==> src/design/rob_pkg.sv <==
// ----------------------------------------------------------------------------
// rob_pkg
// Shared codes and control types for the in-order release reorder buffer.
// ----------------------------------------------------------------------------
package rob_pkg;

  localparam int KIND_W   = 3;
  localparam int CREDIT_W = 5;
  localparam int TOTAL_W  = 32;
  localparam int CFG_AW   = 3;

  localparam logic [CREDIT_W-1:0] CREDIT_MAX = '1;

  localparam logic [KIND_W-1:0] KIND_GRANT   = 3'd0;
  localparam logic [KIND_W-1:0] KIND_REFUSE  = 3'd1;
  localparam logic [KIND_W-1:0] KIND_RELEASE = 3'd2;
  localparam logic [KIND_W-1:0] KIND_HOLD    = 3'd3;
  localparam logic [KIND_W-1:0] KIND_DROP    = 3'd4;

  localparam logic CMD_REQUEST = 1'b0;
  localparam logic CMD_DELIVER = 1'b1;

  localparam logic REG_MODE    = 1'b0;
  localparam logic REG_PENDING = 1'b1;

  // hold store access requests from the sequencer
  typedef struct packed {
    logic rd_en;
    logic wr_en;
    logic pop;
  } st_ctl_t;

endpackage

==> src/design/rob_if.sv <==
// ----------------------------------------------------------------------------
// rob_in_if / rob_out_if
// Valid/ready channels carrying request and result beats.
// ----------------------------------------------------------------------------
interface rob_in_if #(
  parameter int SEQ_BITS = 32,
  parameter int TAG_BITS = 16
);
  logic                valid;
  logic                ready;
  logic                command;
  logic [SEQ_BITS-1:0] seq_number;
  logic [TAG_BITS-1:0] item_handle;

  modport source (output valid, command, seq_number, item_handle, input ready);
  modport sink   (input valid, command, seq_number, item_handle, output ready);
endinterface

interface rob_out_if #(
  parameter int SEQ_BITS = 32,
  parameter int TAG_BITS = 16
);
  logic                valid;
  logic                ready;
  logic [2:0]          kind;
  logic [SEQ_BITS-1:0] out_seq;
  logic [TAG_BITS-1:0] out_handle;
  logic [31:0]         released_total;
  logic                last;

  modport source (output valid, kind, out_seq, out_handle, released_total, last,
                  input ready);
  modport sink   (input valid, kind, out_seq, out_handle, released_total, last,
                  output ready);
endinterface

==> src/design/rob_cfg.sv <==
// ----------------------------------------------------------------------------
// rob_cfg
// Configuration register file behind the APB-style port.
// ----------------------------------------------------------------------------
module rob_cfg
  import rob_pkg::*;
(
  input  logic              clk,
  input  logic              rst,
  input  logic              psel,
  input  logic              penable,
  input  logic              pwrite,
  input  logic [CFG_AW-1:0] paddr,
  input  logic [31:0]       pwdata,
  output logic [31:0]       prdata,
  output logic              pready,
  output logic              mode,
  output logic [3:0]        max_pending_next,
  output logic              cfg_wr
);

  logic       reg_sel;
  logic [3:0] max_pending;

  assign reg_sel = paddr[2];
  assign pready  = 1'b1;
  assign cfg_wr  = psel & penable & pwrite;

  // limit as it stands after this beat, so a credit reload sees the new value
  always_comb begin
    max_pending_next = max_pending;
    if (cfg_wr && (reg_sel == REG_PENDING)) max_pending_next = pwdata[3:0];
  end

  always_ff @(posedge clk) begin
    if (rst) begin
      mode        <= 1'b1;
      max_pending <= 4'd15;
    end else if (cfg_wr) begin
      case (reg_sel)
        REG_MODE:    mode        <= pwdata[0];
        REG_PENDING: max_pending <= pwdata[3:0];
        default:     mode        <= mode;
      endcase
    end
  end

  always_comb begin
    case (reg_sel)
      REG_MODE:    prdata = {31'd0, mode};
      REG_PENDING: prdata = {28'd0, max_pending};
      default:     prdata = '0;
    endcase
  end

endmodule

==> src/design/rob_store.sv <==
// ----------------------------------------------------------------------------
// rob_store
// Sorted hold store kept as a ring in memory, addressed by position from head.
// ----------------------------------------------------------------------------
module rob_store
  import rob_pkg::*;
#(
  parameter int HOLD_DEPTH = 16,
  parameter int SEQ_BITS   = 32,
  parameter int TAG_BITS   = 16,
  parameter int IDX_W      = $clog2(HOLD_DEPTH)
)(
  input  logic                clk,
  input  logic                rst,
  input  st_ctl_t             ctl,
  input  logic [IDX_W-1:0]    rd_idx,
  input  logic [IDX_W-1:0]    wr_idx,
  input  logic [SEQ_BITS-1:0] wr_seq,
  input  logic [TAG_BITS-1:0] wr_tag,
  output logic [SEQ_BITS-1:0] rd_seq,
  output logic [TAG_BITS-1:0] rd_tag
);

  localparam logic [IDX_W:0] DEPTH_V = (IDX_W+1)'(HOLD_DEPTH);

  logic [SEQ_BITS-1:0] mem_seq [HOLD_DEPTH];
  logic [TAG_BITS-1:0] mem_tag [HOLD_DEPTH];
  logic [IDX_W-1:0]    head;
  logic [IDX_W-1:0]    rd_phys;
  logic [IDX_W-1:0]    wr_phys;
  logic [IDX_W-1:0]    head_next;

  function automatic logic [IDX_W-1:0] ring(input logic [IDX_W-1:0] base,
                                            input logic [IDX_W-1:0] off);
    logic [IDX_W:0] sum;
    sum = {1'b0, base} + {1'b0, off};
    if (sum >= DEPTH_V) sum = sum - DEPTH_V;
    return sum[IDX_W-1:0];
  endfunction

  assign rd_phys   = ring(head, rd_idx);
  assign wr_phys   = ring(head, wr_idx);
  assign head_next = ring(head, IDX_W'(1));

  always_ff @(posedge clk) begin
    if (rst) begin
      head <= '0;
    end else if (ctl.pop) begin
      head <= head_next;
    end
  end

  always_ff @(posedge clk) begin
    if (ctl.wr_en) begin
      mem_seq[wr_phys] <= wr_seq;
      mem_tag[wr_phys] <= wr_tag;
    end
    if (ctl.rd_en) begin
      rd_seq <= mem_seq[rd_phys];
      rd_tag <= mem_tag[rd_phys];
    end
  end

endmodule

==> src/design/rob_seq.sv <==
// ----------------------------------------------------------------------------
// rob_seq
// Sequencer: admission credits, sorted insertion walk and in-order drain.
// ----------------------------------------------------------------------------
module rob_seq
  import rob_pkg::*;
#(
  parameter int HOLD_DEPTH = 16,
  parameter int SEQ_BITS   = 32,
  parameter int TAG_BITS   = 16,
  parameter int IDX_W      = $clog2(HOLD_DEPTH),
  parameter int CNT_W      = $clog2(HOLD_DEPTH + 1)
)(
  input  logic                clk,
  input  logic                rst,
  input  logic                in_valid,
  output logic                in_ready,
  input  logic                command,
  input  logic [SEQ_BITS-1:0] seq_number,
  input  logic [TAG_BITS-1:0] item_handle,
  input  logic                mode,
  input  logic [3:0]          max_pending,
  input  logic                cfg_wr,
  input  logic                emit_ok,
  output logic                emit_valid,
  output logic [KIND_W-1:0]   emit_kind,
  output logic [SEQ_BITS-1:0] emit_seq,
  output logic [TAG_BITS-1:0] emit_tag,
  output logic [TOTAL_W-1:0]  emit_total,
  output logic                emit_last,
  output st_ctl_t             st_ctl,
  output logic [IDX_W-1:0]    rd_idx,
  output logic [IDX_W-1:0]    wr_idx,
  output logic [SEQ_BITS-1:0] wr_seq,
  output logic [TAG_BITS-1:0] wr_tag,
  input  logic [SEQ_BITS-1:0] rd_seq,
  input  logic [TAG_BITS-1:0] rd_tag
);

  localparam logic [CNT_W-1:0] DEPTH_C = CNT_W'(HOLD_DEPTH);

  typedef enum logic [4:0] {
    S_IDLE    = 5'b00001,
    S_ONE     = 5'b00010,
    S_INS_CMP = 5'b00100,
    S_INS_PUT = 5'b01000,
    S_DRN_CMP = 5'b10000
  } state_t;

  state_t               state, state_next;
  logic [SEQ_BITS-1:0]  next_exp, next_exp_next;
  logic [CREDIT_W-1:0]  credits, credits_next;
  logic [CNT_W-1:0]     count, count_next;
  logic [TOTAL_W-1:0]   rel_cnt, rel_cnt_next;
  logic [IDX_W-1:0]     ins_idx, ins_idx_next;
  logic [SEQ_BITS-1:0]  cur_seq, cur_seq_next;
  logic [TAG_BITS-1:0]  cur_tag, cur_tag_next;
  logic [KIND_W-1:0]    res_kind, res_kind_next;
  logic                 in_fire;
  logic                 head_match;
  logic                 held_greater;
  logic                 is_release;
  logic                 add_credit;
  logic [CREDIT_W-1:0]  credit_inc;

  assign in_ready     = (state == S_IDLE);
  assign in_fire      = in_valid & in_ready;
  // drain compares the head with the expected number; the walk compares a held entry with the new item
  assign head_match   = (rd_seq == next_exp);
  assign held_greater = (rd_seq > cur_seq);
  assign credit_inc   = (credits == CREDIT_MAX) ? credits : credits + CREDIT_W'(1);

  always_comb begin
    state_next    = state;
    next_exp_next = next_exp;
    credits_next  = credits;
    count_next    = count;
    rel_cnt_next  = rel_cnt;
    ins_idx_next  = ins_idx;
    cur_seq_next  = cur_seq;
    cur_tag_next  = cur_tag;
    res_kind_next = res_kind;
    st_ctl        = '0;
    rd_idx        = '0;
    wr_idx        = ins_idx;
    wr_seq        = cur_seq;
    wr_tag        = cur_tag;
    emit_valid    = 1'b0;
    emit_kind     = res_kind;
    emit_seq      = cur_seq;
    emit_tag      = cur_tag;
    emit_last     = 1'b1;
    is_release    = 1'b0;
    add_credit    = 1'b0;

    case (state)
      S_IDLE: begin
        if (in_fire) begin
          cur_seq_next = seq_number;
          cur_tag_next = item_handle;
          if (command == CMD_REQUEST) begin
            cur_seq_next = '0;
            cur_tag_next = '0;
            state_next   = S_ONE;
            if (!mode) begin
              res_kind_next = KIND_GRANT;
            end else if (credits != '0) begin
              res_kind_next = KIND_GRANT;
              credits_next  = credits - CREDIT_W'(1);
            end else begin
              res_kind_next = KIND_REFUSE;
            end
          end else if (!mode) begin
            res_kind_next = KIND_RELEASE;
            state_next    = S_ONE;
          end else if (seq_number == next_exp) begin
            next_exp_next = next_exp + SEQ_BITS'(1);
            if (count == '0) begin
              res_kind_next = KIND_RELEASE;
              state_next    = S_ONE;
            end else begin
              // fetch the head to see whether the drain goes on
              st_ctl.rd_en = 1'b1;
              rd_idx       = '0;
              state_next   = S_DRN_CMP;
            end
          end else if (count == DEPTH_C) begin
            res_kind_next = KIND_DROP;
            state_next    = S_ONE;
          end else if (count == '0) begin
            ins_idx_next = '0;
            state_next   = S_INS_PUT;
          end else begin
            // walk down from the tail
            ins_idx_next = IDX_W'(count - CNT_W'(1));
            st_ctl.rd_en = 1'b1;
            rd_idx       = IDX_W'(count - CNT_W'(1));
            state_next   = S_INS_CMP;
          end
        end
      end

      S_ONE: begin
        if (emit_ok) begin
          emit_valid = 1'b1;
          is_release = (res_kind == KIND_RELEASE);
          add_credit = is_release & mode;
          state_next = S_IDLE;
        end
      end

      S_INS_CMP: begin
        if (held_greater) begin
          // shift the larger entry up one place
          st_ctl.wr_en = 1'b1;
          wr_idx       = ins_idx + IDX_W'(1);
          wr_seq       = rd_seq;
          wr_tag       = rd_tag;
          if (ins_idx == '0) begin
            state_next = S_INS_PUT;
          end else begin
            st_ctl.rd_en = 1'b1;
            rd_idx       = ins_idx - IDX_W'(1);
            ins_idx_next = ins_idx - IDX_W'(1);
          end
        end else begin
          ins_idx_next = ins_idx + IDX_W'(1);
          state_next   = S_INS_PUT;
        end
      end

      S_INS_PUT: begin
        if (emit_ok) begin
          st_ctl.wr_en = 1'b1;
          count_next   = count + CNT_W'(1);
          emit_valid   = 1'b1;
          emit_kind    = KIND_HOLD;
          state_next   = S_IDLE;
        end
      end

      S_DRN_CMP: begin
        if (emit_ok) begin
          emit_valid = 1'b1;
          emit_kind  = KIND_RELEASE;
          is_release = 1'b1;
          add_credit = 1'b1;
          if (head_match) begin
            // pending beat goes out, head becomes the pending one
            emit_last     = 1'b0;
            st_ctl.pop    = 1'b1;
            count_next    = count - CNT_W'(1);
            next_exp_next = next_exp + SEQ_BITS'(1);
            cur_seq_next  = rd_seq;
            cur_tag_next  = rd_tag;
            if (count > CNT_W'(1)) begin
              st_ctl.rd_en = 1'b1;
              rd_idx       = IDX_W'(1);
            end else begin
              res_kind_next = KIND_RELEASE;
              state_next    = S_ONE;
            end
          end else begin
            state_next = S_IDLE;
          end
        end
      end

      default: state_next = S_IDLE;
    endcase

    emit_total = is_release ? rel_cnt + TOTAL_W'(1) : rel_cnt;
    if (is_release) rel_cnt_next = rel_cnt + TOTAL_W'(1);
    if (add_credit) credits_next = credit_inc;
    if (cfg_wr) credits_next = {1'b0, max_pending} + CREDIT_W'(1);
  end

  always_ff @(posedge clk) begin
    if (rst) begin
      state    <= S_IDLE;
      next_exp <= '0;
      credits  <= CREDIT_W'(16);
      count    <= '0;
      rel_cnt  <= '0;
    end else begin
      state    <= state_next;
      next_exp <= next_exp_next;
      credits  <= credits_next;
      count    <= count_next;
      rel_cnt  <= rel_cnt_next;
    end
  end

  always_ff @(posedge clk) begin
    ins_idx  <= ins_idx_next;
    cur_seq  <= cur_seq_next;
    cur_tag  <= cur_tag_next;
    res_kind <= res_kind_next;
  end

  a_put_has_room: assert property (@(posedge clk) disable iff (rst)
    state == S_INS_PUT |-> count < DEPTH_C)
    else $error("insertion into a full hold store");

  a_busy_after_accept: assert property (@(posedge clk) disable iff (rst)
    in_fire |=> !in_ready)
    else $error("new item taken while one is in progress");

  a_drain_in_order: assert property (@(posedge clk) disable iff (rst)
    state == S_DRN_CMP |-> mode && count != '0)
    else $error("drain with empty store or outside in-order mode");

  a_emit_has_room: assert property (@(posedge clk) disable iff (rst)
    emit_valid |-> emit_ok)
    else $error("result beat produced with the output stage full");

endmodule

==> src/design/in_order_release_reorder_buffer_core.sv <==
// ----------------------------------------------------------------------------
// in_order_release_reorder_buffer_core
// Credit-limited reorder buffer releasing sequence-numbered items in order.
// ----------------------------------------------------------------------------
// One item is handled at a time; ready is high only between items. A slot
// request, a pass-through item, a drop, or an in-order item with nothing held
// behind it goes from idle to a single result state that emits its beat. An
// item that goes into an empty hold store is written in the put state; into
// a non-empty one the sequencer first compares it against each held entry
// with a larger number, and against the first entry that is not larger, when
// there is one. The sequencer walks down from the tail through one read port
// and one write port, moving each larger entry up one place. An in-order item
// that unlocks held entries goes out first, and each further release reads
// the next head from the store. Stalls on the result side hold the sequencer.
// There is no clearing pass: only entries below the fill count are ever read.
// ----------------------------------------------------------------------------
module in_order_release_reorder_buffer_core
  import rob_pkg::*;
#(
  parameter int HOLD_DEPTH = 16,
  parameter int SEQ_BITS   = 32,
  parameter int TAG_BITS   = 16
)(
  input  logic              clk,
  input  logic              rst,
  rob_in_if.sink            in_ch,
  rob_out_if.source         out_ch,
  input  logic              psel,
  input  logic              penable,
  input  logic              pwrite,
  input  logic [CFG_AW-1:0] paddr,
  input  logic [31:0]       pwdata,
  output logic [31:0]       prdata,
  output logic              pready
);

  localparam int IDX_W = (HOLD_DEPTH > 1) ? $clog2(HOLD_DEPTH) : 1;
  localparam int CNT_W = $clog2(HOLD_DEPTH + 1);

  logic                mode;
  logic [3:0]          max_pending_next;
  logic                cfg_wr;
  logic                emit_ok;
  logic                emit_valid;
  logic [KIND_W-1:0]   emit_kind;
  logic [SEQ_BITS-1:0] emit_seq;
  logic [TAG_BITS-1:0] emit_tag;
  logic [TOTAL_W-1:0]  emit_total;
  logic                emit_last;
  st_ctl_t             st_ctl;
  logic [IDX_W-1:0]    rd_idx;
  logic [IDX_W-1:0]    wr_idx;
  logic [SEQ_BITS-1:0] wr_seq;
  logic [TAG_BITS-1:0] wr_tag;
  logic [SEQ_BITS-1:0] rd_seq;
  logic [TAG_BITS-1:0] rd_tag;

  logic                out_valid;
  logic [KIND_W-1:0]   out_kind;
  logic [SEQ_BITS-1:0] out_seq;
  logic [TAG_BITS-1:0] out_tag;
  logic [TOTAL_W-1:0]  out_total;
  logic                out_last;

  rob_cfg u_cfg (
    .clk              (clk),
    .rst              (rst),
    .psel             (psel),
    .penable          (penable),
    .pwrite           (pwrite),
    .paddr            (paddr),
    .pwdata           (pwdata),
    .prdata           (prdata),
    .pready           (pready),
    .mode             (mode),
    .max_pending_next (max_pending_next),
    .cfg_wr           (cfg_wr)
  );

  rob_seq #(
    .HOLD_DEPTH (HOLD_DEPTH),
    .SEQ_BITS   (SEQ_BITS),
    .TAG_BITS   (TAG_BITS),
    .IDX_W      (IDX_W),
    .CNT_W      (CNT_W)
  ) u_seq (
    .clk         (clk),
    .rst         (rst),
    .in_valid    (in_ch.valid),
    .in_ready    (in_ch.ready),
    .command     (in_ch.command),
    .seq_number  (in_ch.seq_number),
    .item_handle (in_ch.item_handle),
    .mode        (mode),
    .max_pending (max_pending_next),
    .cfg_wr      (cfg_wr),
    .emit_ok     (emit_ok),
    .emit_valid  (emit_valid),
    .emit_kind   (emit_kind),
    .emit_seq    (emit_seq),
    .emit_tag    (emit_tag),
    .emit_total  (emit_total),
    .emit_last   (emit_last),
    .st_ctl      (st_ctl),
    .rd_idx      (rd_idx),
    .wr_idx      (wr_idx),
    .wr_seq      (wr_seq),
    .wr_tag      (wr_tag),
    .rd_seq      (rd_seq),
    .rd_tag      (rd_tag)
  );

  rob_store #(
    .HOLD_DEPTH (HOLD_DEPTH),
    .SEQ_BITS   (SEQ_BITS),
    .TAG_BITS   (TAG_BITS),
    .IDX_W      (IDX_W)
  ) u_store (
    .clk    (clk),
    .rst    (rst),
    .ctl    (st_ctl),
    .rd_idx (rd_idx),
    .wr_idx (wr_idx),
    .wr_seq (wr_seq),
    .wr_tag (wr_tag),
    .rd_seq (rd_seq),
    .rd_tag (rd_tag)
  );

  // result beat register
  assign emit_ok = !out_valid || out_ch.ready;

  always_ff @(posedge clk) begin
    if (rst) begin
      out_valid <= 1'b0;
    end else if (emit_ok) begin
      out_valid <= emit_valid;
    end
  end

  always_ff @(posedge clk) begin
    if (emit_ok && emit_valid) begin
      out_kind  <= emit_kind;
      out_seq   <= emit_seq;
      out_tag   <= emit_tag;
      out_total <= emit_total;
      out_last  <= emit_last;
    end
  end

  assign out_ch.valid          = out_valid;
  assign out_ch.kind           = out_kind;
  assign out_ch.out_seq        = out_seq;
  assign out_ch.out_handle     = out_tag;
  assign out_ch.released_total = out_total;
  assign out_ch.last           = out_last;

endmodule
==> src/flat_wrapper.sv <==
// flat-port wrapper written by rule: the top's interface ports become plain ports
module in_order_release_reorder_buffer_core_flat import rob_pkg::*;
#(
  parameter int HOLD_DEPTH = 16,
  parameter int SEQ_BITS   = 32,
  parameter int TAG_BITS   = 16
)
  (clk, rst, psel, penable, pwrite, paddr, pwdata, prdata, pready, in_ch_valid, in_ch_command, in_ch_seq_number, in_ch_item_handle, in_ch_ready, out_ch_valid, out_ch_kind, out_ch_out_seq, out_ch_out_handle, out_ch_released_total, out_ch_last, out_ch_ready);
  rob_in_if #(.SEQ_BITS(SEQ_BITS), .TAG_BITS(TAG_BITS)) in_ch_i ();
  rob_out_if #(.SEQ_BITS(SEQ_BITS), .TAG_BITS(TAG_BITS)) out_ch_i ();
  input  logic clk;
  input  logic rst;
  input  logic psel;
  input  logic penable;
  input  logic pwrite;
  input  logic [CFG_AW-1:0] paddr;
  input  logic [31:0] pwdata;
  output logic [31:0] prdata;
  output logic pready;
  input wire logic [$bits(in_ch_i.valid)-1:0] in_ch_valid;
  input wire logic [$bits(in_ch_i.command)-1:0] in_ch_command;
  input wire logic [$bits(in_ch_i.seq_number)-1:0] in_ch_seq_number;
  input wire logic [$bits(in_ch_i.item_handle)-1:0] in_ch_item_handle;
  output wire logic [$bits(in_ch_i.ready)-1:0] in_ch_ready;
  output wire logic [$bits(out_ch_i.valid)-1:0] out_ch_valid;
  output wire logic [$bits(out_ch_i.kind)-1:0] out_ch_kind;
  output wire logic [$bits(out_ch_i.out_seq)-1:0] out_ch_out_seq;
  output wire logic [$bits(out_ch_i.out_handle)-1:0] out_ch_out_handle;
  output wire logic [$bits(out_ch_i.released_total)-1:0] out_ch_released_total;
  output wire logic [$bits(out_ch_i.last)-1:0] out_ch_last;
  input wire logic [$bits(out_ch_i.ready)-1:0] out_ch_ready;
  assign in_ch_i.valid = in_ch_valid;
  assign in_ch_i.command = in_ch_command;
  assign in_ch_i.seq_number = in_ch_seq_number;
  assign in_ch_i.item_handle = in_ch_item_handle;
  assign in_ch_ready = in_ch_i.ready;
  assign out_ch_valid = out_ch_i.valid;
  assign out_ch_kind = out_ch_i.kind;
  assign out_ch_out_seq = out_ch_i.out_seq;
  assign out_ch_out_handle = out_ch_i.out_handle;
  assign out_ch_released_total = out_ch_i.released_total;
  assign out_ch_last = out_ch_i.last;
  assign out_ch_i.ready = out_ch_ready;
  in_order_release_reorder_buffer_core #(.HOLD_DEPTH(HOLD_DEPTH), .SEQ_BITS(SEQ_BITS), .TAG_BITS(TAG_BITS)) u_core (.clk(clk), .rst(rst), .in_ch(in_ch_i), .out_ch(out_ch_i), .psel(psel), .penable(penable), .pwrite(pwrite), .paddr(paddr), .pwdata(pwdata), .prdata(prdata), .pready(pready));
endmodule
==> config.mk <==
export PLATFORM = sky130hd
export DESIGN_NAME = in_order_release_reorder_buffer_core_flat
export DESIGN_NICKNAME = d
export VERILOG_FILES = /design/src/design/rob_pkg.sv /design/src/design/rob_if.sv /design/src/design/rob_cfg.sv /design/src/design/rob_store.sv /design/src/design/rob_seq.sv /design/src/design/in_order_release_reorder_buffer_core.sv /design/src/flat_wrapper.sv
export SDC_FILE = /design/constraint.sdc
export NUM_CORES = 1
export LEC_CHECK = 0
export BUFFER_PORTS_ARGS = -buffer_cell sky130_fd_sc_hd__buf_2
export CAP_MARGIN = 0
export CORE_MARGIN = 5
export CORE_UTILIZATION = 41
export DETAILED_ROUTE_END_ITERATION = 10
export PLACE_DENSITY_LB_ADDON = 0.05
export SYNTH_ARGS = -nofsm -noshare
export SYNTH_HDL_FRONTEND = slang
export SYNTH_SLANG_ARGS = --single-unit
==> constraint.sdc <==
create_clock -name clk -period 14.25 [get_ports clk]
set_input_delay 1.425 -clock clk [delete_from_list [all_inputs] [get_ports clk]]
set_output_delay 1.425 -clock clk [all_outputs]
set_load 0.02 [all_outputs]
==> flow_metrics.env <==
export IMPL_outcome="finished clean"
export IMPL_die_y_um=333
export IMPL_cts_root_buf="clkbuf_16"
export IMPL_grt_overflow=0
export IMPL_powerDensity_mw_per_mm2=168
export IMPL_power_leakage_nw=16.9
export IMPL_finalSetupTns_ns=0
export IMPL_finClkSkew_ns=0.0486
export IMPL_clkSlewWorstSetupHoldPaths_ns=0.06
export IMPL_clk_latency_ns=0.71
export IMPL_wl_um=112000
export IMPL_cp_cell_sequence="ha_1 > nand3_1 > nor4_1 > nand2_1 > or3_1 > o211ai_4 > nand2b_1 > o221ai_1 > ha_4 > fa_4 > buf_4 > buf_4 > mux4_2 > mux2i_1 > mux2i_1"
export IMPL_use_met1_pct=28.4
export IMPL_hp_class="reg -> reg"
export IMPL_cts_hold_buf=0
export IMPL_ctsResizeCount=0
export IMPL_crit_type="reg -> reg"
export IMPL_synthArstFlopShare_pct=0
export IMPL_dieWidth_um=333
export IMPL_start_util_pct=41.3
export IMPL_synth_seq_cells=1044
export IMPL_cts_inserted_buffers=110
export IMPL_end_kind="register"
export IMPL_cp_data_required_time_ns=14.63
export IMPL_max_vdd_ir_drop_mv=0.101
export IMPL_internal_power_mw=6.00
export IMPL_regToRegSetupSlack_ns=6.83
export IMPL_drc=0
export IMPL_synthSimpleGateAreaFrac_pct=5.84
export IMPL_cp_buffers_inverters=2
export IMPL_p_sw_share_pct=27.2
export IMPL_grt_pass1_wl_um=162000
export IMPL_max_freq_ghz=0.135
export IMPL_antenna_found_initial=1
export IMPL_cts_setup_buffers=0
export IMPL_syn_inst=2465
export IMPL_htree_levels=3
export IMPL_avgViaCountPerCell=5.43
export IMPL_post_route_period_util_pct=52.1
export IMPL_finalHoldViolCount=0
export IMPL_synth_compound_area_share_pct=2.02
export IMPL_arrival_ns=7.80
export IMPL_drive_gt1_share_pct=22.7
export IMPL_dieArea_mm2=0.111
export IMPL_grt_pass1_vias=23400
export IMPL_synth_edf_count=955
export IMPL_portBuffers=150
export IMPL_final_nets=2836
export IMPL_met3_usage_pct=3.11
export IMPL_first_pass_iters=5
export IMPL_slowest_delay_ns=1.35
export IMPL_synth_cell_types=68
export IMPL_crit_path_top_delay_cell="fa_4"
export IMPL_maxCapViolCount=0
export IMPL_coreArea_mm2=0.104
export IMPL_synth_flop_cell="edfxtp_1"
export IMPL_ant_nets=0
export IMPL_muxShareOfSynthArea_pct=14.2
export IMPL_synth_xor_xnor_area_share_pct=3.09
export IMPL_cts_tree="yes"
export IMPL_synth_avg_cell_area_um2=17.4
export IMPL_pin_count=210
export IMPL_setup_violations=0
export IMPL_globalRouteMet2Util_pct=32.0
export IMPL_startpoint_type="register"
export IMPL_grt_setup_unrepaired="false"
export IMPL_wl_per_cell_um=27.0
export IMPL_vias=22700
export IMPL_seq_power_share_pct=49.5
export IMPL_cts_sinks=1044
export IMPL_grt_busiest_layer="met2"
export IMPL_critPathMaxFanout=60
export IMPL_synthAdderAreaFrac_pct=1.60
export IMPL_drt_iter0_markers=1693
export IMPL_track_usage_pct=20.0
export IMPL_p_sw_mw=2.24
export IMPL_combPwrFrac_pct=15.8
export IMPL_yosysWarnings=0
export IMPL_ys_seq_area_share_pct=71.1
export IMPL_max_slew_margin_rel_pct=30.3
export IMPL_synth_top_family_by_area="multiplexers"
export IMPL_path_delay_family="adder cells"
export IMPL_hpwl_um=63600
export IMPL_gp_congestion=0.849
export IMPL_power_total_mw=8.24
export IMPL_fin_crit_ns=7.42
export IMPL_syn_area_mm2=0.0428
export IMPL_pwr_share_clk_pct=34.7
export IMPL_grt_max_degree=97
export IMPL_cts_max_path_buffers=3
export IMPL_fp_row_count=118
export IMPL_worstMarginPinSlew_ns=1.05
export IMPL_final_max_slew_viol_count=0
export IMPL_synthToLayoutAreaGrowth_pct=14.6
## cells in the mapped netlist, types with 18 or more instances
cell type,number,area [um^2]
edfxtp_1,955,28700
mux4_2,192,4320
nand2_1,188,706
mux2i_1,154,1540
dfxtp_1,89,1780
xnor2_1,78,683
nand3_1,77,385
xor2_1,71,622
clkbuf_1,70,263
nor2_1,66,248
o21ai_0,55,275
inv_1,51,191
ha_1,50,626
nor2b_1,36,225
a21oi_1,34,170
buf_4,31,233
nand4_1,31,194
nor3_1,30,150
buf_1,24,90.1
mux2_2,18,203
## path summary, 6_finish.rpt
check,start,end,cells past startpoint
worst max-delay path,u_core.u_store.rd_seq[23],u_core.u_store.rd_tag[14],15
worst min-delay path,u_core.u_seq.emit_tag[7],u_core.out_ch.out_handle[7],0
worst max register to register,u_core.u_store.rd_seq[23],u_core.u_store.rd_tag[14],15
worst min register to register,u_core.u_seq.emit_tag[7],u_core.out_ch.out_handle[7],0
## power groups by stage
| stage | sequential, mW | clock, mW | combinational (mW) |
|---|---|---|---|
| 3_3_place_gp | 4.14 | 0 | 1.26 |
| 6_report | 4.08 | 2.86 | 1.30 |
| 5_1_grt | 4.09 | 3.06 | 1.42 |
| 4_1_cts | 4.08 | 2.94 | 1.31 |
| 2_1_floorplan | 4.15 | 0 | 0.741 |
| 3_5_place_dp | 4.14 | 0 | 1.31 |
## cells in the final DEF (no fill, tap or decap), types with 18 or more instances in the layout
master | Yosys | routed
nand2_1 | 188 | 188
mux2_2 | 18 | 18
edfxtp_1 | 955 | 955
dfxtp_1 | 89 | 89
buf_4 | 31 | 80
buf_2 | 14 | 150
mux4_2 | 192 | 192
a21oi_1 | 34 | 34
nor2b_1 | 36 | 36
clkbuf_16 | 0 | 110
nand3_1 | 77 | 76
inv_1 | 51 | 50
clkinv_1 | 2 | 27
conb_1 | 2 | 29
xnor2_1 | 78 | 77
mux2i_1 | 154 | 154
xor2_1 | 71 | 71
o21ai_0 | 55 | 54
nand4_1 | 31 | 31
clkbuf_1 | 70 | 28
nor2_1 | 66 | 65
ha_1 | 50 | 49
## stage by stage
step	std cells	hold WS, ns	util, %	worst slack, ns	instance area (um^2)
3_3_place_gp	3960	0.433	43.9	6.42	45500
3_5_place_dp	3960	0.431	43.9	6.43	45500
4_1_cts	4168	0.452	47.3	6.69	49100
2_1_floorplan	2492	0.420	-	7.08	42900
6_report	4169	0.446	47.3	6.83	49100
5_1_grt	4168	0.463	47.3	6.52	49100
## final cells by class
class / instances / area (um^2)
fill: 8962 / 54600
sequential: 1044 / 30500
multi-input combinational: 1250 / 11700
clock buffer: 141 / 2900
tap: 1380 / 1730
timing repair buffer: 233 / 1410
clock inverter: 67 / 696
inverter: 53 / 199
antenna: 1 / 2.50
## registers in the layout, summed over array words and instances, names as in the netlist
register and flops:
u_core.u_seq.next_exp 32, u_core.u_seq.res_kind 3, u_core.u_store.rd_seq 32, u_core.u_store.mem_seq 512, u_core.out_ch.last 1, u_core.out_ch.out_seq 32
u_core.out_ch.valid 1, u_core.u_seq.credits 5, u_core.u_store.mem_tag 256, u_core.u_seq.emit_tag 16, u_core.out_ch.out_handle 16, u_core.u_store.head 4
u_core.u_cfg.mode 1, u_core.u_seq.count 5, u_core.u_store.rd_tag 16, u_core.u_seq.rel_cnt 32, u_core.u_cfg.max_pending 4, u_core.u_seq.emit_seq 32
u_core.u_seq.state 5, u_core.out_ch.released_total 32, u_core.u_seq.ins_idx 4, u_core.out_ch.kind 3
## per-layer routing
metal	wire length, um	share of wire, %
met1	50800	45
met3	5780	5.1
met4	3180	2.8
met5	0	0
met2	52700	47
## cell families (layout without fill, tap and decap cells)
family                   Yosys count  count (layout)
buffers and inverters            198             494
AO/OA/AOI/OAI                    139             139
AND/OR/NAND/NOR                  515             515
flip-flops                      1044            1044
adder cells (fa/ha/maj)           53              53
other                              2              30
XOR/XNOR                         150             150
multiplexers                     364             364
Power figures use the tool's default switching activity.
